<file path="src/rtl/afu_pkg.sv">
package afu_pkg;

   localparam int DW      = 32;
   localparam int FRAC    = 24;
   localparam int SITES   = 16;
   localparam int SLICES  = 64;
   localparam int IDX_W   = $clog2(SITES);
   localparam int SLICE_W = $clog2(SLICES);
   localparam int ADDR_W  = 2 * IDX_W;
   localparam int CNT_W   = ADDR_W;
   localparam int KIND_W  = 3;
   localparam int XW      = 2 * DW + 2;
   localparam int SHRINK_W = 25;
   localparam int GROW_W   = 31;
   localparam int CSR_W    = 31;
   localparam int CSR_IDX_W = 1;
   localparam int DRAIN    = 3;

   typedef logic signed [DW-1:0]   data_type;
   typedef logic signed [2*DW-1:0] prod_type;
   typedef logic signed [XW-1:0]   wide_type;

   localparam logic [KIND_W-1:0] KIND_LOAD  = 3'd0;
   localparam logic [KIND_W-1:0] KIND_READ  = 3'd1;
   localparam logic [KIND_W-1:0] KIND_FLOAD = 3'd2;
   localparam logic [KIND_W-1:0] KIND_QUERY = 3'd3;
   localparam logic [KIND_W-1:0] KIND_FLIP  = 3'd4;

   localparam logic [CSR_IDX_W-1:0] CSR_SHRINK = 1'b0;
   localparam logic [CSR_IDX_W-1:0] CSR_GROW   = 1'b1;

   localparam data_type DATA_MAX = {1'b0, {(DW-1){1'b1}}};
   localparam data_type DATA_MIN = {1'b1, {(DW-1){1'b0}}};
   localparam wide_type X_MAX  = wide_type'(DATA_MAX);
   localparam wide_type X_MIN  = wide_type'(DATA_MIN);
   localparam wide_type ONE_X  = wide_type'(1) <<< FRAC;
   localparam wide_type HALF_X = wide_type'(1) <<< (FRAC - 1);

   typedef enum logic [2:0] {
      OP_NONE, OP_TERM, OP_COL, OP_ROW, OP_UPD, OP_RATIO, OP_READ
   } lane_op_type;

   typedef enum logic [1:0] {SEL_SPIN, SEL_BOTH, SEL_UP} sel_type;

   typedef enum logic [2:0] {
      ADDR_ENTRY, ADDR_DIAG, ADDR_COL, ADDR_ROW, ADDR_SWEEP
   } addr_src_type;

   typedef struct packed {
      lane_op_type        op;
      logic [ADDR_W-1:0]  addr;
      logic               wr;
      logic               div_start;
      logic               clear;
   } lane_cmd_type;

   typedef struct packed {
      logic               capture;
      logic               entry_wr;
      lane_op_type        op;
      sel_type            sel;
      addr_src_type       src;
      logic [CNT_W-1:0]   cnt;
      logic               fcap;
      logic               fwr;
      logic               flip;
      logic               div_start;
      logic               emit;
   } dp_cmd_type;

   typedef struct packed {
      logic               busy;
   } dp_status_type;

   function automatic data_type sat_fn(input wide_type x);
      if (x > X_MAX) return DATA_MAX;
      if (x < X_MIN) return DATA_MIN;
      return data_type'(x);
   endfunction

   function automatic logic ovf_fn(input wide_type x);
      return (x > X_MAX) || (x < X_MIN);
   endfunction

   function automatic wide_type rnd_fn(input prod_type p);
      wide_type y;
      y = wide_type'(p) + HALF_X;
      return y >>> FRAC;
   endfunction

endpackage

</file>
<file path="src/rtl/afu_ctrl.sv">
module afu_ctrl import afu_pkg::*; (
   input  logic              clock,
   input  logic              reset,
   input  logic              req_valid,
   input  logic [KIND_W-1:0] req_kind,
   output logic              req_ready,
   output logic              rsp_valid,
   input  logic              rsp_ready,
   input  dp_status_type     status,
   output dp_cmd_type        cmd
);
   typedef enum logic [11:0] {
      ST_IDLE   = 12'b000000000001,
      ST_ENTRY  = 12'b000000000010,
      ST_FREAD  = 12'b000000000100,
      ST_FCAP   = 12'b000000001000,
      ST_FWRITE = 12'b000000010000,
      ST_TERM   = 12'b000000100000,
      ST_RATIO  = 12'b000001000000,
      ST_DSTART = 12'b000010000000,
      ST_DIV    = 12'b000100000000,
      ST_GATHER = 12'b001000000000,
      ST_UPDATE = 12'b010000000000,
      ST_FIN    = 12'b100000000000
   } state_type;

   state_type state_ff, state_in, after_ff, after_in;
   logic [CNT_W-1:0] cnt_ff, cnt_in;
   logic [KIND_W-1:0] kind_ff, kind_in;
   logic rsp_valid_ff, rsp_valid_in;
   logic wait_ff, wait_in;

   always_comb begin
      state_in = state_ff;
      after_in = after_ff;
      cnt_in   = cnt_ff;
      kind_in  = kind_ff;
      wait_in  = wait_ff;
      cmd      = '0;
      rsp_valid_in = rsp_valid_ff && !rsp_ready;
      req_ready = (state_ff == ST_IDLE);
      cmd.cnt  = cnt_ff;

      if (wait_ff) begin
         req_ready = 1'b0;
         if (cnt_ff == CNT_W'(DRAIN - 1)) begin
            wait_in  = 1'b0;
            cnt_in   = '0;
            state_in = after_ff;
         end else begin
            cnt_in = cnt_ff + CNT_W'(1);
         end
      end else begin
         unique case (state_ff)
            ST_IDLE: begin
               if (req_valid) begin
                  cmd.capture = 1'b1;
                  kind_in = req_kind;
                  unique case (req_kind)
                     KIND_LOAD, KIND_READ:              state_in = ST_ENTRY;
                     KIND_FLOAD, KIND_QUERY, KIND_FLIP: state_in = ST_FREAD;
                     default:                           state_in = ST_FIN;
                  endcase
               end
            end
            ST_ENTRY: begin
               cmd.src = ADDR_ENTRY;
               cmd.sel = SEL_SPIN;
               if (kind_ff == KIND_LOAD) begin
                  cmd.entry_wr = 1'b1;
                  state_in = ST_FIN;
               end else begin
                  cmd.op = OP_READ;
                  after_in = ST_FIN;
                  wait_in = 1'b1;
                  cnt_in = '0;
               end
            end
            ST_FREAD: state_in = ST_FCAP;
            ST_FCAP: begin
               cmd.fcap = 1'b1;
               state_in = (kind_ff == KIND_FLOAD) ? ST_FWRITE : ST_TERM;
            end
            ST_FWRITE: begin
               cmd.fwr  = 1'b1;
               cmd.flip = (kind_ff == KIND_FLIP);
               state_in = ST_FIN;
            end
            ST_TERM: begin
               cmd.op  = OP_TERM;
               cmd.sel = SEL_BOTH;
               cmd.src = ADDR_DIAG;
               after_in = (kind_ff == KIND_QUERY) ? ST_RATIO : ST_DSTART;
               wait_in = 1'b1;
               cnt_in = '0;
            end
            ST_RATIO: begin
               cmd.op  = OP_RATIO;
               cmd.sel = SEL_UP;
               after_in = ST_FIN;
               wait_in = 1'b1;
               cnt_in = '0;
            end
            ST_DSTART: begin
               cmd.div_start = 1'b1;
               state_in = ST_DIV;
            end
            ST_DIV: begin
               if (!status.busy) begin
                  cnt_in = '0;
                  state_in = ST_GATHER;
               end
            end
            ST_GATHER: begin
               cmd.sel = SEL_BOTH;
               cmd.op  = cnt_ff[IDX_W] ? OP_ROW : OP_COL;
               cmd.src = cnt_ff[IDX_W] ? ADDR_ROW : ADDR_COL;
               cnt_in = cnt_ff + CNT_W'(1);
               if (cnt_ff == CNT_W'(2 * SITES - 1)) begin
                  after_in = ST_UPDATE;
                  wait_in = 1'b1;
                  cnt_in = '0;
               end
            end
            ST_UPDATE: begin
               cmd.sel = SEL_BOTH;
               cmd.op  = OP_UPD;
               cmd.src = ADDR_SWEEP;
               cnt_in = cnt_ff + CNT_W'(1);
               if (cnt_ff == CNT_W'(SITES * SITES - 1)) begin
                  after_in = ST_FWRITE;
                  wait_in = 1'b1;
                  cnt_in = '0;
               end
            end
            ST_FIN: begin
               if (!rsp_valid_ff || rsp_ready) begin
                  cmd.emit = 1'b1;
                  rsp_valid_in = 1'b1;
                  state_in = ST_IDLE;
               end
            end
            default: state_in = ST_IDLE;
         endcase
      end
   end

   always_ff @(posedge clock) begin
      if (reset) begin
         state_ff     <= ST_IDLE;
         after_ff     <= ST_IDLE;
         cnt_ff       <= '0;
         wait_ff      <= 1'b0;
         rsp_valid_ff <= 1'b0;
      end else begin
         state_ff     <= state_in;
         after_ff     <= after_in;
         cnt_ff       <= cnt_in;
         wait_ff      <= wait_in;
         rsp_valid_ff <= rsp_valid_in;
      end
   end

   always_ff @(posedge clock) begin
      kind_ff <= kind_in;
   end

   assign rsp_valid = rsp_valid_ff;
endmodule

</file>
<file path="config.mk">
export PLATFORM = sky130hd
export DESIGN_NAME = afu_ctrl
export DESIGN_NICKNAME = d
export VERILOG_FILES = /design/src/rtl/afu_pkg.sv /design/src/rtl/afu_ctrl.sv
export SDC_FILE = /design/constraint.sdc
export NUM_CORES = 1
export LEC_CHECK = 0
export ABC_CLOCK_PERIOD_IN_PS = 3650
export BUFFER_PORTS_ARGS = -buffer_cell sky130_fd_sc_hd__buf_2
export CAP_MARGIN = 20
export CORE_MARGIN = 2
export CORE_UTILIZATION = 40
export CTS_CLUSTER_SIZE = 10
export DETAILED_ROUTE_END_ITERATION = 12
export MAX_ROUTING_LAYER = met4
export PLACE_DENSITY_LB_ADDON = 0.15
export RECOVER_POWER = 50
export SYNTH_ARGS = -nofsm -noshare
export SYNTH_HDL_FRONTEND = slang
export SYNTH_SLANG_ARGS = --single-unit
</file>
<file path="constraint.sdc">
create_clock -name clock -period 3.65 [get_ports clock]
set_input_delay 0.365 -clock clock [delete_from_list [all_inputs] [get_ports clock]]
set_output_delay 0.365 -clock clock [all_outputs]
set_load 0.02 [all_outputs]
</file>
== Word level (Yosys, flattened, before mapping) ==
Index checks and enable logic that the tools add are counted.

* Add/sub/neg operators: 1
* Equality and inequality tests: 32
* Multiplexer cells: 46
* Bitwise logic cells: 1
* Reduce and logical (&&, ||, !) cells: 16

{| class="wikitable"
|+ Operators with widths
! cell !! number
|-
| 12-bit 2-to-1 mux || 9
|-
| 12-bit case mux with 9 select lines || 1
|-
| 12-bit case mux with 5 select lines || 1
|-
| 8-bit 2-to-1 mux || 7
|-
| 8-bit case mux with 5 select lines || 1
|-
| 5-bit case mux with 5 select lines || 1
|-
| 12-bit case mux with 2 select lines || 1
|-
| 1-bit 2-to-1 mux || 18
|-
| 3-bit != test (second input constant) || 5
|-
| 12-bit by 1-bit == test with 1-bit output (second input constant) || 1
|-
| 12-bit by 10-bit == test with 1-bit output (second input constant) || 1
|-
| 12-bit by 11-bit == test with 1-bit output (second input constant) || 1
|-
| 12-bit == test (second input constant) || 1
|-
| 12-bit by 2-bit == test with 1-bit output (second input constant) || 1
|-
| 12-bit by 3-bit == test with 1-bit output (second input constant) || 1
|-
| 12-bit by 4-bit == test with 1-bit output (second input constant) || 1
|-
| 12-bit by 5-bit == test with 1-bit output (second input constant) || 1
|-
| 12-bit by 6-bit == test with 1-bit output (second input constant) || 1
|-
| 12-bit by 7-bit == test with 1-bit output (second input constant) || 1
|-
| 12-bit by 8-bit == test with 1-bit output (second input constant) || 1
|-
| 12-bit by 9-bit == test with 1-bit output (second input constant) || 1
|-
| 3-bit by 2-bit == test with 1-bit output (second input constant) || 4
|-
| 10-bit 2-to-1 mux || 1
|-
| 3-bit case mux with 3 select lines || 1
|-
| 26 further kinds || 34
|}

* Register bits: 37
* Output and inout bits: 25

== Depth between registers and ports, before layout ==
Gate-level depths: netlist (run 1).

* Word-level depth: 6
* Depth in mapped cells: 9
* Mapped depth without buffers: 8

== Worst setup path before layout (run 1) ==
OpenSTA, ideal clock, no wires.

* Path kind: reg-to-reg
* Start point: register state_ff[4]
* End point: register state_ff[1]
* Setup time: 0.071 ns
* Data arrival time: 2.579 ns
* Slack: 1.000 ns
* Cell stages (with the launch flop): 9
* Period minus slack after synthesis: 2.650 ns
* Path through: dfxtp_1 buf_6 or4_1 buf_2 or4b_4 and2_4 a211o_1 or4_1 a21oi_1

* Cells in the longest elaborated chain, start to end: 4

{| class="wikitable"
|+ RTL lines
! what !! RTL line !! text
|-
| from (decl) || afu_ctrl.sv:27 || <nowiki>state_type state_ff, state_in, after_ff, after_in;</nowiki>
|-
| from (signal assigned) || afu_ctrl.sv:156 || <nowiki>state_ff <= state_in;</nowiki>
|-
| 12-bit by 11-bit == test with 1-bit output, or another cell as far along || afu_ctrl.sv:54 || <nowiki>unique case (state_ff)</nowiki>
|-
| 4-bit OR reduction (no line) || n/a ||
|-
| 12-bit case mux with 9 select lines or 2-bit by 1-bit != test with 1-bit output (tied branches) || n/a ||
|-
| 12-bit 2-to-1 mux or 6-bit AND reduction (tied branches) || n/a ||
|}

Parallel ways exist; a longest one is shown, timed or not.
A chain may end at the register's enable or synchronous reset.

== Final worst setup path (run 1) ==
* Start point: register state_ff[11]
* End point: register state_ff[1]

Same word-level chain as after synthesis.

==> metrics.txt, run 1 <==
# TYPE chip_impl_metric gauge
chip_impl_info{name="run_status",value="finished, final reports clean"} 1
chip_impl_metric{name="worst-slew-pin-transition",unit="ns"} 0.674
chip_impl_metric{name="cts-buffers-inserted",unit=""} 5
chip_impl_metric{name="max_cap_viols",unit=""} 0
chip_impl_metric{name="yosysWarnings",unit=""} 0
chip_impl_metric{name="max-clock-path-buffers",unit=""} 2
chip_impl_metric{name="detailed_place_hpwl",unit="mm"} 3.81
chip_impl_metric{name="met3_track_utilization_from_global_routing",unit="%"} 4.44
chip_impl_metric{name="grt_pass1_vias",unit=""} 1663
chip_impl_metric{name="achievable-frequency",unit="MHz"} 339
chip_impl_info{name="path_common_cell",value="sky130_fd_sc_hd__or4_1"} 1
chip_impl_metric{name="netlist_area",unit="um2"} 1870
chip_impl_metric{name="cp.depth",unit=""} 6
chip_impl_info{name="cp_cell_sequence",value="or4_1 > or4b_4 > and2_4 > a211o_1 > or4_1 > a21oi_1"} 1
chip_impl_metric{name="grt_pass1_wl",unit="mm"} 8.40
chip_impl_metric{name="synthesis.nets",unit=""} 247
chip_impl_metric{name="floorplan.initialDensity",unit="%"} 42.2
chip_impl_metric{name="viasPerCell",unit=""} 5.91
chip_impl_metric{name="drc_errors",unit=""} 0
chip_impl_metric{name="whs_path_depth",unit=""} 1
chip_impl_metric{name="floorplan.die_area",unit="um2"} 5250
chip_impl_metric{name="globalRouteMet2Util",unit="%"} 28.8
chip_impl_metric{name="initial_antenna_violation_count",unit=""} 0
chip_impl_metric{name="port-buffer-count",unit=""} 32
chip_impl_metric{name="synth_area_in_compound_gates",unit="%"} 19.6
chip_impl_metric{name="post_synth_and_or_nand_nor_area_fraction",unit="%"} 35.6
chip_impl_metric{name="clock-skew-final",unit="ns"} 0.00755
chip_impl_metric{name="clock-sinks",unit=""} 31
chip_impl_metric{name="slowest_delay",unit="ns"} 0.65
chip_impl_metric{name="post-route-min-period",unit="ns"} 2.95
chip_impl_metric{name="firstDrtPassIters",unit=""} 4
chip_impl_metric{name="power.ir.vdd_worst",unit="V"} 0.000228
chip_impl_metric{name="clock_insertion_delay_worst_skew",unit="ns"} 0.29
chip_impl_metric{name="share_of_yosys_cell_area_claimed_by_the_top_area_cell_type",unit="%"} 29.9
chip_impl_info{name="yosys-top-cells-area",value="sky130_fd_sc_hd__dfxtp_1 (30%), sky130_fd_sc_hd__nor2_1 (5.4%), sky130_fd_sc_hd__edfxtp_1 (4.8%)"} 1
chip_impl_metric{name="htreeDepth",unit=""} 2
chip_impl_metric{name="synthArstFlopShare",unit="%"} 0
chip_impl_info{name="cpMaxStageDelayCell",value="sky130_fd_sc_hd__or4_1"} 1
chip_impl_metric{name="synth_mux_area_share",unit="%"} 2.14
chip_impl_metric{name="drt_wl_total",unit="mm"} 5.16
chip_impl_info{name="largest_family_of_logic_cells_by_synthesized_area",value="simple AND/OR/NAND/NOR gates"} 1
chip_impl_metric{name="n_antenna_cell",unit=""} 0
chip_impl_metric{name="sequential_area_share_after_synthesis",unit="%"} 34.7
chip_impl_metric{name="leakagePower",unit="nW"} 0.909
chip_impl_metric{name="hold-worst-slack",unit="ns"} 0.325
chip_impl_metric{name="area.growth.synth_to_final",unit="%"} 16.3
chip_impl_info{name="grt_setup_unrepaired",value="false"} 1
chip_impl_metric{name="timing.slew.headroom",unit="%"} 54.4
chip_impl_metric{name="core_region_area",unit="um2"} 4440
chip_impl_metric{name="overflow",unit=""} 0
chip_impl_metric{name="cts_resized",unit=""} 0
chip_impl_metric{name="detail_route.wl_per_cell",unit="um"} 16.2
chip_impl_info{name="synthFlopType",value="sky130_fd_sc_hd__dfxtp_1"} 1
chip_impl_metric{name="r2r.worst_path.cells",unit=""} 6
chip_impl_info{name="synth_area_leader_cell",value="sky130_fd_sc_hd__dfxtp_1"} 1
chip_impl_info{name="grt_most_used_layer",value="met1"} 1
chip_impl_metric{name="clk_pin_slew",unit="ns"} 0.07
chip_impl_info{name="clockRootBuffer",value="sky130_fd_sc_hd__clkbuf_8"} 1
chip_impl_metric{name="finalHoldViolations",unit=""} 0
chip_impl_metric{name="power_density",unit="nW/um2"} 561
chip_impl_metric{name="required_time_worst_endpoint",unit="ns"} 3.87
chip_impl_metric{name="path_buf_inv",unit=""} 0
chip_impl_metric{name="drv_slew",unit=""} 0
chip_impl_metric{name="synth_xor_xnor_area_share",unit="%"} 1.40
chip_impl_metric{name="synth_enable_flop_cells",unit=""} 3
chip_impl_metric{name="final.setup.tns",unit="ns"} 0
chip_impl_metric{name="synthDistinctLibCells",unit=""} 47
chip_impl_metric{name="drt_iter0_drc",unit=""} 208
chip_impl_metric{name="critPathMaxFanout",unit=""} 18
chip_impl_info{name="crit_path_start_kind",value="flop"} 1
chip_impl_metric{name="placementRows",unit=""} 24
chip_impl_metric{name="dr_total_vias",unit=""} 1886
chip_impl_metric{name="layout_worst_path_cycle_share",unit="%"} 80.9
chip_impl_metric{name="total_routing_usage_gr",unit="%"} 20.9
chip_impl_metric{name="nNetsFinal",unit=""} 276
chip_impl_metric{name="boundaryPins",unit=""} 33
chip_impl_info{name="end_kind",value="flop"} 1
chip_impl_metric{name="netlist_instances",unit=""} 237
chip_impl_metric{name="layout.core_utilization",unit="%"} 49.0
chip_impl_metric{name="place_congestion",unit=""} 0.895
chip_impl_metric{name="grtUsageMet1",unit="%"} 30.9
chip_impl_metric{name="largest_net_degree_at_the_start_of_global_routing",unit=""} 25
chip_impl_info{name="critical_path_type",value="reg2reg"} 1
chip_impl_metric{name="worstPathArrival",unit="ns"} 3.17
chip_impl_metric{name="synthesized_flop_and_latch_total",unit=""} 31
chip_impl_metric{name="die_x",unit="um"} 72.5
chip_impl_info{name="tritoncts",value="yes"} 1
chip_impl_metric{name="post_route_antenna_net_violation_count",unit=""} 0
chip_impl_metric{name="post-cts-setup-buffers",unit=""} 0
chip_impl_metric{name="floorplan.die.height",unit="um"} 72.5
chip_impl_metric{name="synth_fa_ha_area_share",unit="%"} 1.34
chip_impl_metric{name="final_setup_violation_count",unit=""} 0
chip_impl_info{name="min-delay-path-class",value="in2reg"} 1
chip_impl_metric{name="postSynthAreaPerCell",unit="um2"} 7.91
chip_impl_metric{name="share_of_cells_above_drive_strength_1",unit="%"} 12.4
chip_impl_metric{name="postCtsHoldBufs",unit=""} 0
chip_impl_info{name="timing.critical_path.max_delay_family",value="simple AND/OR/NAND/NOR gates"} 1
==> where the power goes <==
part	switching, mW	internal, mW	total (mW)
clock	0.138	0.272	0.410
sequential	0.0499	0.378	0.428
combinational	0.254	0.130	0.384
total	0.441	0.780	1.22
==> final timing paths <==
check	from	to	slack [ns]
worst max-delay path	state_ff[11]	state_ff[1]	0.70
worst min-delay path	req_kind[0]	kind_ff[0]	0.32
worst max register to register	state_ff[11]	state_ff[1]	0.70
worst min register to register	after_ff[0]	after_ff[0]	0.45
==> state kept, by name, indices dropped and copies added, names as in the netlist <==
register	count
state_ff	12
cnt_ff	8
after_ff	6
kind_ff	3
rsp_valid	1
wait_ff	1
==> synth_stat cells, types with 3 or more instances <==
cell                       number
sky130_fd_sc_hd__dfxtp_1       28
sky130_fd_sc_hd__nor2_1        27
sky130_fd_sc_hd__nand2_1       17
sky130_fd_sc_hd__nor3_1        15
sky130_fd_sc_hd__a21oi_1       14
sky130_fd_sc_hd__nand3_1       12
sky130_fd_sc_hd__clkbuf_1      11
sky130_fd_sc_hd__inv_1          8
sky130_fd_sc_hd__a211o_1        6
sky130_fd_sc_hd__nor4b_1        6
sky130_fd_sc_hd__o21ai_0        6
sky130_fd_sc_hd__a22oi_1        5
sky130_fd_sc_hd__and3_1         5
sky130_fd_sc_hd__nor4_1         5
sky130_fd_sc_hd__or3_1          5
sky130_fd_sc_hd__a21o_1         4
sky130_fd_sc_hd__mux2i_1        4
sky130_fd_sc_hd__nand4_1        4
sky130_fd_sc_hd__or4_1          4
sky130_fd_sc_hd__a221oi_1       3
sky130_fd_sc_hd__a31oi_1        3
sky130_fd_sc_hd__edfxtp_1       3
sky130_fd_sc_hd__nor2b_1        3
sky130_fd_sc_hd__or2_2          3
sky130_fd_sc_hd__or4b_2         3
sky130_fd_sc_hd__xor2_1         3
==> cells by family (layout without fill, tap and decap cells) <==
| family | after synthesis | after routing |
|---|---|---|
| buf+inv | 23 | 53 |
| mux | 4 | 4 |
| flops | 31 | 31 |
| fa+ha+maj | 2 | 2 |
| compound gates | 53 | 53 |
| simple gates | 121 | 121 |
| xor+xnor | 3 | 3 |
==> placed cells by master, fill, tap and decap left out, types with 3 or more instances in the layout <==
master,synthesis,routed
sky130_fd_sc_hd__nand2_1,17,17
sky130_fd_sc_hd__nor4b_1,6,6
sky130_fd_sc_hd__o21ai_0,6,6
sky130_fd_sc_hd__buf_4,0,4
sky130_fd_sc_hd__or4_1,4,4
sky130_fd_sc_hd__buf_2,2,13
sky130_fd_sc_hd__a221oi_1,3,3
sky130_fd_sc_hd__xor2_1,3,3
sky130_fd_sc_hd__nor2b_1,3,3
sky130_fd_sc_hd__dfxtp_1,28,28
sky130_fd_sc_hd__a21o_1,4,4
sky130_fd_sc_hd__or2_2,3,3
sky130_fd_sc_hd__a31oi_1,3,3
sky130_fd_sc_hd__nor3_1,15,15
sky130_fd_sc_hd__inv_1,8,8
sky130_fd_sc_hd__a211o_1,6,6
sky130_fd_sc_hd__nor2_1,27,27
sky130_fd_sc_hd__nand4_1,4,4
sky130_fd_sc_hd__a21oi_1,14,14
sky130_fd_sc_hd__or4b_2,3,3
sky130_fd_sc_hd__nor4_1,5,5
sky130_fd_sc_hd__mux2i_1,4,4
sky130_fd_sc_hd__edfxtp_1,3,3
sky130_fd_sc_hd__and3_1,5,5
sky130_fd_sc_hd__a22oi_1,5,5
sky130_fd_sc_hd__or3_1,5,5
sky130_fd_sc_hd__clkbuf_1,11,20
sky130_fd_sc_hd__clkbuf_8,0,5
sky130_fd_sc_hd__nand3_1,12,12
==> per-layer routing <==
layer	vias to the layer above	share of wire, %	wire length (um)
met1	874	50	2570
met2	60	43	2230
li1	944	-	-
met4	0	1.4	72
met3	8	5.7	292
met5	-	0	0
==> stage by stage <==
step / std cells / worst slack [ns] / total power [mW] / instance area (um2)
2_1_floorplan: 237 / 1.00 / 0.699 / 1870
5_1_grt: 319 / 0.549 / 1.28 / 2180
6_report: 319 / 0.698 / 1.22 / 2180
4_1_cts: 319 / 0.728 / 1.22 / 2210
3_5_place_dp: 311 / 0.747 / 0.812 / 2070
3_3_place_gp: 311 / 0.787 / 0.814 / 2070
==> cell type report <==
cell class	instances	area [um2]
fillers	464	2260
multi-input cells	183	1130
flip-flops and latches	31	651
repair buffers	37	170
clock buffers	5	68.8
clock inverters	3	67.6
well taps	52	65.1
inverters	8	30.0
==> worst register-to-register path, cell delays in order, from the launching register on <==
cell                      delay (ns)
sky130_fd_sc_hd__dfxtp_1        0.37
sky130_fd_sc_hd__or4_1          0.65
sky130_fd_sc_hd__or4b_4         0.60
sky130_fd_sc_hd__and2_4         0.18
sky130_fd_sc_hd__a211o_1        0.48
sky130_fd_sc_hd__or4_1          0.47
sky130_fd_sc_hd__a21oi_1        0.14
No activity file was read; power rests on OpenSTA's default activity.
==> run 2: changes to the inputs <==
--- a/config.mk
+++ b/config.mk
@@ -5,7 +5,7 @@
 export SDC_FILE = /design/constraint.sdc
 export NUM_CORES = 1
 export LEC_CHECK = 0
-export ABC_CLOCK_PERIOD_IN_PS = 3650
+export ABC_CLOCK_PERIOD_IN_PS = 2470
 export BUFFER_PORTS_ARGS = -buffer_cell sky130_fd_sc_hd__buf_2
 export CAP_MARGIN = 20
 export CORE_MARGIN = 2
==> constraint.sdc (replaced) <==
create_clock -name clock -period 2.47 [get_ports clock]
set_input_delay 0.247 -clock clock [delete_from_list [all_inputs] [get_ports clock]]
set_output_delay 0.247 -clock clock [all_outputs]
set_load 0.02 [all_outputs]
==> run 2 against run 1 <==
Compared with the run above:
- the run now ends with negative setup slack left
- clock power down 4.9%
- final cell count up 15%
- fmax up 16%
- design area up 20%
- via count up 13%
- sequential cell count unchanged
- worst hold slack worse by 0.12 ns
- utilization up 9.9 points
- combinational power up 140%
- global-route usage up 3.2 points
- critical endpoint unchanged
- sequential power up 36%
==> metrics.txt, run 2 (synthesized netlist as in run 1, its figures left out) <==
# TYPE chip_impl_metric gauge
chip_impl_metric{name="slowest_delay",unit="ns"} 0.57
chip_impl_metric{name="drt_wl_total",unit="mm"} 5.92
chip_impl_metric{name="power.sequential.fraction",unit="%"} 30.7
chip_impl_metric{name="final_setup_violation_count",unit=""} 9
chip_impl_metric{name="whs_path_depth",unit=""} 1
chip_impl_metric{name="p_switching",unit="uW"} 740
chip_impl_metric{name="boundaryPins",unit=""} 33
chip_impl_metric{name="detailed_place_hpwl",unit="mm"} 4.38
chip_impl_metric{name="viasPerCell",unit=""} 5.80
chip_impl_info{name="leading_cell_type_in_the_layout_fill_and_taps_excluded",value="sky130_fd_sc_hd__buf_4"} 1
chip_impl_metric{name="dr_total_vias",unit=""} 2134
chip_impl_metric{name="floorplan.die_area",unit="um2"} 5250
chip_impl_metric{name="die_x",unit="um"} 72.5
chip_impl_info{name="timing.critical_path.max_delay_family",value="simple AND/OR/NAND/NOR gates"} 1
chip_impl_metric{name="layout_worst_path_cycle_share",unit="%"} 103
chip_impl_metric{name="clock_insertion_delay_worst_skew",unit="ns"} 0.29
chip_impl_metric{name="overflow",unit=""} 0
chip_impl_metric{name="p_int",unit="mW"} 1.16
chip_impl_metric{name="port-buffer-count",unit=""} 32
chip_impl_info{name="tritoncts",value="yes"} 1
chip_impl_info{name="worst_hold_path.endpoint",value="kind_ff[2]"} 1
chip_impl_metric{name="htreeDepth",unit=""} 2
chip_impl_metric{name="max_cap_viols",unit=""} 0
chip_impl_metric{name="achievable-frequency",unit="MHz"} 391
chip_impl_info{name="clockRootBuffer",value="sky130_fd_sc_hd__clkbuf_8"} 1
chip_impl_metric{name="grt_pass1_vias",unit=""} 1929
chip_impl_info{name="cpMaxStageDelayCell",value="sky130_fd_sc_hd__or4b_4"} 1
chip_impl_metric{name="worstPathArrival",unit="ns"} 2.77
chip_impl_metric{name="rrSetupSlack",unit="ns"} -0.08
chip_impl_metric{name="area.growth.synth_to_final",unit="%"} 39.8
chip_impl_metric{name="largest_net_degree_at_the_start_of_global_routing",unit=""} 25
chip_impl_info{name="end_kind",value="flop"} 1
chip_impl_info{name="critical_path_type",value="reg2reg"} 1
chip_impl_metric{name="largest_register_ffs",unit=""} 12
chip_impl_metric{name="cts-buffers-inserted",unit=""} 5
chip_impl_metric{name="clock-skew-final",unit="ns"} 0.00787
chip_impl_metric{name="grt_pass1_wl",unit="mm"} 9.51
chip_impl_metric{name="postCtsHoldBufs",unit=""} 0
chip_impl_metric{name="post_route_antenna_net_violation_count",unit=""} 0
chip_impl_metric{name="clk_pin_slew",unit="ns"} 0.07
chip_impl_metric{name="fillCellCount",unit=""} 405
chip_impl_metric{name="floorplan.initialDensity",unit="%"} 42.2
chip_impl_metric{name="place_congestion",unit=""} 0.927
chip_impl_metric{name="worst-slew-pin-transition",unit="ns"} 0.602
chip_impl_metric{name="share_of_cells_above_drive_strength_1",unit="%"} 34.8
chip_impl_info{name="regToRegEndpoint",value="state_ff[1]"} 1
chip_impl_metric{name="required_time_worst_endpoint",unit="ns"} 2.69
chip_impl_info{name="violations_in_the_final_reports",value="negative setup slack"} 1
chip_impl_metric{name="area.sequential",unit="um2"} 654
chip_impl_metric{name="max-clock-path-buffers",unit=""} 2
chip_impl_metric{name="power_frac_clock",unit="%"} 20.6
chip_impl_metric{name="firstDrtPassIters",unit=""} 4
chip_impl_metric{name="floorplan.die.height",unit="um"} 72.5
chip_impl_metric{name="setup_ws",unit="ns"} -0.0848
chip_impl_info{name="grt_setup_unrepaired",value="true"} 1
chip_impl_metric{name="core_region_area",unit="um2"} 4440
chip_impl_metric{name="drc_errors",unit=""} 0
chip_impl_info{name="crit_path_start_kind",value="flop"} 1
chip_impl_metric{name="detail_route.wl_per_cell",unit="um"} 16.1
chip_impl_metric{name="placementRows",unit=""} 24
chip_impl_metric{name="initial_antenna_violation_count",unit=""} 0
chip_impl_metric{name="total_routing_usage_gr",unit="%"} 24.1
chip_impl_metric{name="n_antenna_cell",unit=""} 0
chip_impl_metric{name="timing.slew.headroom",unit="%"} 59.3
chip_impl_metric{name="clock-sinks",unit=""} 31
chip_impl_info{name="largestRegisters",value="state_ff (12), cnt_ff (8), after_ff (6)"} 1
chip_impl_metric{name="swShare",unit="%"} 39.0
chip_impl_info{name="min-delay-path-class",value="in2reg"} 1
chip_impl_metric{name="post-route-min-period",unit="ns"} 2.55
chip_impl_metric{name="combPwrFrac",unit="%"} 48.8
chip_impl_metric{name="drv_slew",unit=""} 0
chip_impl_info{name="largest-register",value="state_ff"} 1
chip_impl_metric{name="power_density",unit="nW/um2"} 724
chip_impl_info{name="rr_startpoint",value="state_ff[8]"} 1
chip_impl_metric{name="path_buf_inv",unit=""} 0
chip_impl_metric{name="critPathMaxFanout",unit=""} 5
chip_impl_metric{name="finalHoldViolations",unit=""} 0
chip_impl_metric{name="multi_input_area",unit="um2"} 1240
chip_impl_metric{name="nNetsFinal",unit=""} 325
chip_impl_metric{name="power.total",unit="mW"} 1.90
chip_impl_info{name="top_library_cells_by_usage_in_the_layout_fill_and_taps_aside",value="sky130_fd_sc_hd__buf_4 (50), sky130_fd_sc_hd__nor2_1 (26), sky130_fd_sc_hd__dfxtp_1 (25)"} 1
chip_impl_metric{name="drt_iter0_drc",unit=""} 227
chip_impl_metric{name="r2r.worst_path.cells",unit=""} 6
chip_impl_info{name="cp_cell_sequence",value="or4_4 > or4b_4 > and2_4 > a211o_4 > or4_1 > a21oi_1"} 1
chip_impl_info{name="hold_start",value="req_kind[2]"} 1
chip_impl_info{name="run_status",value="finished, violations left"} 1
chip_impl_metric{name="power.ir.vdd_worst",unit="V"} 0.000456
chip_impl_metric{name="leakagePower",unit="nW"} 1.18
chip_impl_metric{name="layout.core_utilization",unit="%"} 59.0
-- run 2: worst max-delay path by stage --
| stage | depth (start not counted) | endpoint | start |
|---|---|---|---|
| 2_1_floorplan | 8 | state_ff[1] | state_ff[4] |
| 3_3_place_gp | 6 | state_ff[1] | state_ff[11] |
| 3_5_place_dp | 6 | state_ff[1] | state_ff[4] |
| 4_1_cts | 6 | state_ff[1] | state_ff[4] |
| 5_1_grt | 6 | state_ff[1] | state_ff[4] |
| 6_report | 6 | state_ff[1] | state_ff[8] |
-- run 2: metal layers --
layer,GRT usage (%),vias up,part of all wire [%]
met3,3.75,16,7.4
met2,35.1,84,44
met5,-,-,0
met4,8.23,0,2.2
met1,34.2,987,46
li1,-,1047,-
-- run 2: layout make-up --
class / count / share of cell area (%)
clock inverter: 3 / 0.573
tap: 52 / 2.48
multi-input combinational: 184 / 47.4
sequential: 31 / 25.0
inverter: 8 / 1.15
clock buffer: 5 / 2.63
timing repair buffer: 85 / 20.8
-- run 2: power by group through the flow --
| stage | Clock (mW) | Combinational (mW) | Sequential, mW |
|---|---|---|---|
| 2_1_floorplan | 0 | 0.432 | 0.607 |
| 3_3_place_gp | 0 | 0.773 | 0.588 |
| 3_5_place_dp | 0 | 0.779 | 0.589 |
| 4_1_cts | 0.394 | 0.881 | 0.579 |
| 5_1_grt | 0.413 | 0.985 | 0.589 |
| 6_report | 0.390 | 0.926 | 0.582 |
-- run 2: repair_timing --
action / CTS / global route
pin swaps: 5 / 12
gates resized for setup: 13 / 19
cloned: 1 / 0
buffers inserted: 3 / 2
setup endpoints to repair: 17 / 28
-- run 2: stage by stage --
stage	cells	area [um2]	TNS (ns)	setup WS [ns]	hold WS, ns
floorplan	237	1880	-0.977	-0.180	0.346
global route	368	2620	-0.791	-0.117	0.205
finish	368	2620	-0.336	-0.0848	0.204
detailed placement	354	2390	-1.12	-0.200	0.463
CTS	366	2570	-0.135	-0.0734	0.165
global placement	354	2390	-0.582	-0.126	0.437
==> run 3: changes to the inputs <==
--- a/config.mk
+++ b/config.mk
@@ -10,11 +10,11 @@
 export CAP_MARGIN = 20
 export CORE_MARGIN = 2
 export CORE_UTILIZATION = 40
+export CTS_CLUSTER_DIAMETER = 30
 export CTS_CLUSTER_SIZE = 10
 export DETAILED_ROUTE_END_ITERATION = 12
 export MAX_ROUTING_LAYER = met4
 export PLACE_DENSITY_LB_ADDON = 0.15
-export RECOVER_POWER = 50
 export SYNTH_ARGS = -nofsm -noshare
 export SYNTH_HDL_FRONTEND = slang
 export SYNTH_SLANG_ARGS = --single-unit
==> run 3 against run 2 <==
Compared with the run above:
- the flow still finishes with violations (negative setup slack)
- sequential power is essentially flat
- sequential share of layout area shrank 0.27 points
- wire length grew 0.63%
- non-clock buffer count is the same
- sequential cell count is the same
- global-route usage is the same
- die area is the same
- register-to-register slack is essentially flat
- setup slack gained 0.0063 ns
- worst hold slack lost 0.031 ns
- utilization grew 0.65 points
- first-iteration DRC count shrank 0.88%
- critical endpoint unchanged
- largest cell class unchanged
==> metrics.txt, run 3 (synthesized netlist as in run 1, its figures left out) <==
# TYPE chip_impl_metric gauge
chip_impl_metric{name="port-buffer-count",unit=""} 32
chip_impl_info{name="min-delay-path-class",value="in2reg"} 1
chip_impl_metric{name="largest_register_ffs",unit=""} 12
chip_impl_metric{name="grt_pass1_wl",unit="mm"} 9.51
chip_impl_info{name="clockRootBuffer",value="sky130_fd_sc_hd__clkbuf_8"} 1
chip_impl_info{name="critical_path_type",value="reg2reg"} 1
chip_impl_metric{name="max_cap_viols",unit=""} 0
chip_impl_metric{name="finalHoldViolations",unit=""} 0
chip_impl_metric{name="post_route_antenna_net_violation_count",unit=""} 0
chip_impl_metric{name="detailed_place_hpwl",unit="mm"} 4.38
chip_impl_info{name="top_library_cells_by_usage_in_the_layout_fill_and_taps_aside",value="sky130_fd_sc_hd__buf_4 (54), sky130_fd_sc_hd__buf_2 (29), sky130_fd_sc_hd__nor2_1 (26)"} 1
chip_impl_metric{name="grt_pass1_vias",unit=""} 1929
chip_impl_metric{name="viasPerCell",unit=""} 5.86
chip_impl_metric{name="p_switching",unit="uW"} 744
chip_impl_metric{name="dr_total_vias",unit=""} 2155
chip_impl_metric{name="swShare",unit="%"} 38.7
chip_impl_metric{name="clock_insertion_delay_worst_skew",unit="ns"} 0.29
chip_impl_metric{name="leakagePower",unit="nW"} 1.24
chip_impl_info{name="run_status",value="finished, violations left"} 1
chip_impl_metric{name="multi_input_area",unit="um2"} 1240
chip_impl_metric{name="total_routing_usage_gr",unit="%"} 24.1
chip_impl_metric{name="floorplan.die.height",unit="um"} 72.5
chip_impl_metric{name="area.sequential",unit="um2"} 654
chip_impl_metric{name="core_region_area",unit="um2"} 4440
chip_impl_metric{name="drt_wl_total",unit="mm"} 5.95
chip_impl_metric{name="fillCellCount",unit=""} 395
chip_impl_metric{name="final_cell_area_excluding_filler_cells",unit="um2"} 2650
chip_impl_metric{name="cts-buffers-inserted",unit=""} 5
chip_impl_metric{name="layout_worst_path_cycle_share",unit="%"} 103
chip_impl_metric{name="post-route-min-period",unit="ns"} 2.55
chip_impl_metric{name="clock-sinks",unit=""} 31
chip_impl_metric{name="postCtsHoldBufs",unit=""} 0
chip_impl_metric{name="achievable-frequency",unit="MHz"} 392
chip_impl_metric{name="n_antenna_cell",unit=""} 0
chip_impl_metric{name="rrSetupSlack",unit="ns"} -0.08
chip_impl_info{name="worst_setup_path_startpoint",value="state_ff[8]"} 1
chip_impl_metric{name="place_congestion",unit=""} 0.927
chip_impl_metric{name="drv_slew",unit=""} 0
chip_impl_metric{name="combPwrFrac",unit="%"} 49.2
chip_impl_metric{name="placementRows",unit=""} 24
chip_impl_metric{name="floorplan.initialDensity",unit="%"} 42.2
chip_impl_metric{name="detail_route.wl_per_cell",unit="um"} 16.2
chip_impl_info{name="grt_setup_unrepaired",value="true"} 1
chip_impl_metric{name="critPathMaxFanout",unit=""} 5
chip_impl_metric{name="die_x",unit="um"} 72.5
chip_impl_metric{name="p_int",unit="mW"} 1.18
chip_impl_info{name="tritoncts",value="yes"} 1
chip_impl_info{name="hold_start",value="req_kind[0]"} 1
chip_impl_metric{name="final_setup_violation_count",unit=""} 8
chip_impl_metric{name="power_density",unit="nW/um2"} 726
chip_impl_info{name="violations_in_the_final_reports",value="negative setup slack"} 1
chip_impl_info{name="leading_cell_type_in_the_layout_fill_and_taps_excluded",value="sky130_fd_sc_hd__buf_4"} 1
chip_impl_metric{name="power.sequential.fraction",unit="%"} 30.2
chip_impl_metric{name="max-clock-path-buffers",unit=""} 2
chip_impl_info{name="end_kind",value="flop"} 1
chip_impl_metric{name="share_of_cells_above_drive_strength_1",unit="%"} 39.6
chip_impl_metric{name="htreeDepth",unit=""} 2
chip_impl_info{name="largestRegisters",value="state_ff (12), cnt_ff (8), after_ff (6)"} 1
chip_impl_metric{name="power_frac_clock",unit="%"} 20.5
chip_impl_metric{name="timing.slew.headroom",unit="%"} 58.9
chip_impl_metric{name="floorplan.die_area",unit="um2"} 5250
chip_impl_metric{name="worst-slew-pin-transition",unit="ns"} 0.608
chip_impl_metric{name="nNetsFinal",unit=""} 325
chip_impl_metric{name="initial_antenna_violation_count",unit=""} 0
chip_impl_metric{name="clk_pin_slew",unit="ns"} 0.07
chip_impl_metric{name="overflow",unit=""} 0
chip_impl_metric{name="power.total",unit="mW"} 1.92
chip_impl_metric{name="clock-skew-final",unit="ns"} 0.00955
chip_impl_info{name="largest-register",value="state_ff"} 1
chip_impl_metric{name="power.ir.vdd_worst",unit="V"} 0.000456
chip_impl_metric{name="largest_net_degree_at_the_start_of_global_routing",unit=""} 25
chip_impl_metric{name="drt_iter0_drc",unit=""} 225
chip_impl_info{name="crit_path_start_kind",value="flop"} 1
chip_impl_metric{name="post_dp_cell_area",unit="um2"} 2390
chip_impl_metric{name="boundaryPins",unit=""} 33
chip_impl_metric{name="drc_errors",unit=""} 0
chip_impl_metric{name="firstDrtPassIters",unit=""} 5
chip_impl_metric{name="worstPathArrival",unit="ns"} 2.77
chip_impl_metric{name="area.growth.synth_to_final",unit="%"} 41.3
chip_impl_info{name="rr_startpoint",value="state_ff[8]"} 1
chip_impl_metric{name="required_time_worst_endpoint",unit="ns"} 2.69
chip_impl_metric{name="setup_ws",unit="ns"} -0.0785
## run 3: cell types whose count changed in the layout (fill, tap and decap cells not counted), sizes merged
cell,before,now
buf,67,85
clkbuf,23,5
## run 3: final cells by class
cell class,count,share of cell area (%)
Tap cell,52,2.46
Multi-Input combinational cell,184,46.9
Sequential cell,31,24.7
Clock buffer,5,2.60
Clock inverter,3,0.567
Inverter,8,1.13
Timing Repair Buffer,85,21.6
## run 3: repair_timing
| action | 4_1_cts | 5_1_grt |
|---|---|---|
| gates resized for setup | 13 | 19 |
| setup buffers | 3 | 2 |
| endpoints found under the hold margin | 0 | 0 |
| gates cloned | 1 | 0 |
| setup endpoints to repair | 17 | 28 |
| pin swaps | 5 | 12 |
## run 3: stage by stage
stage | util (%) | TNS, ns | hold slack [ns] | setup WS (ns) | std cells
after floorplan | - | -0.977 | 0.346 | -0.180 | 237
after CTS | 57.9 | -0.135 | 0.165 | -0.0734 | 366
after global routing | 59.6 | -0.641 | 0.175 | -0.117 | 368
after detailed placement | 53.9 | -1.12 | 0.463 | -0.200 | 354
final | 59.6 | -0.258 | 0.173 | -0.0785 | 368
after global placement | 53.9 | -0.582 | 0.437 | -0.126 | 354
## run 3: metal layers
layer / global-route usage [%] / up-vias / share of wire [%]
met2: 35.1 / 101 / 45
met5: - / - / 0
met4: 8.23 / 0 / 1.7
met1: 34.2 / 997 / 47
li1: - / 1044 / -
met3: 3.75 / 13 / 6.4
## run 3: worst paths after layout
kind	cells past startpoint	to
setup / recovery	6	state_ff[1]
hold / removal	1	kind_ff[0]
setup reg to reg	6	state_ff[1]
hold reg to reg	1	after_ff[0]
## run 3: power by group through the flow
stage | clock, mW | combinational, mW | sequential, mW
final | 0.395 | 0.947 | 0.582
after CTS | 0.394 | 0.881 | 0.579
after global routing | 0.413 | 1.01 | 0.589
after floorplan | 0 | 0.432 | 0.607
after detailed placement | 0 | 0.779 | 0.589
after global placement | 0 | 0.773 | 0.588
## run 3: worst max-delay path, cell delays in order, from the launching register on
cell and delay, ns:
sky130_fd_sc_hd__dfxtp_1 0.31, sky130_fd_sc_hd__or4_4 0.54, sky130_fd_sc_hd__or4b_4 0.56, sky130_fd_sc_hd__and2_4 0.17
sky130_fd_sc_hd__a211o_4 0.36, sky130_fd_sc_hd__or4_1 0.41, sky130_fd_sc_hd__a21oi_1 0.12
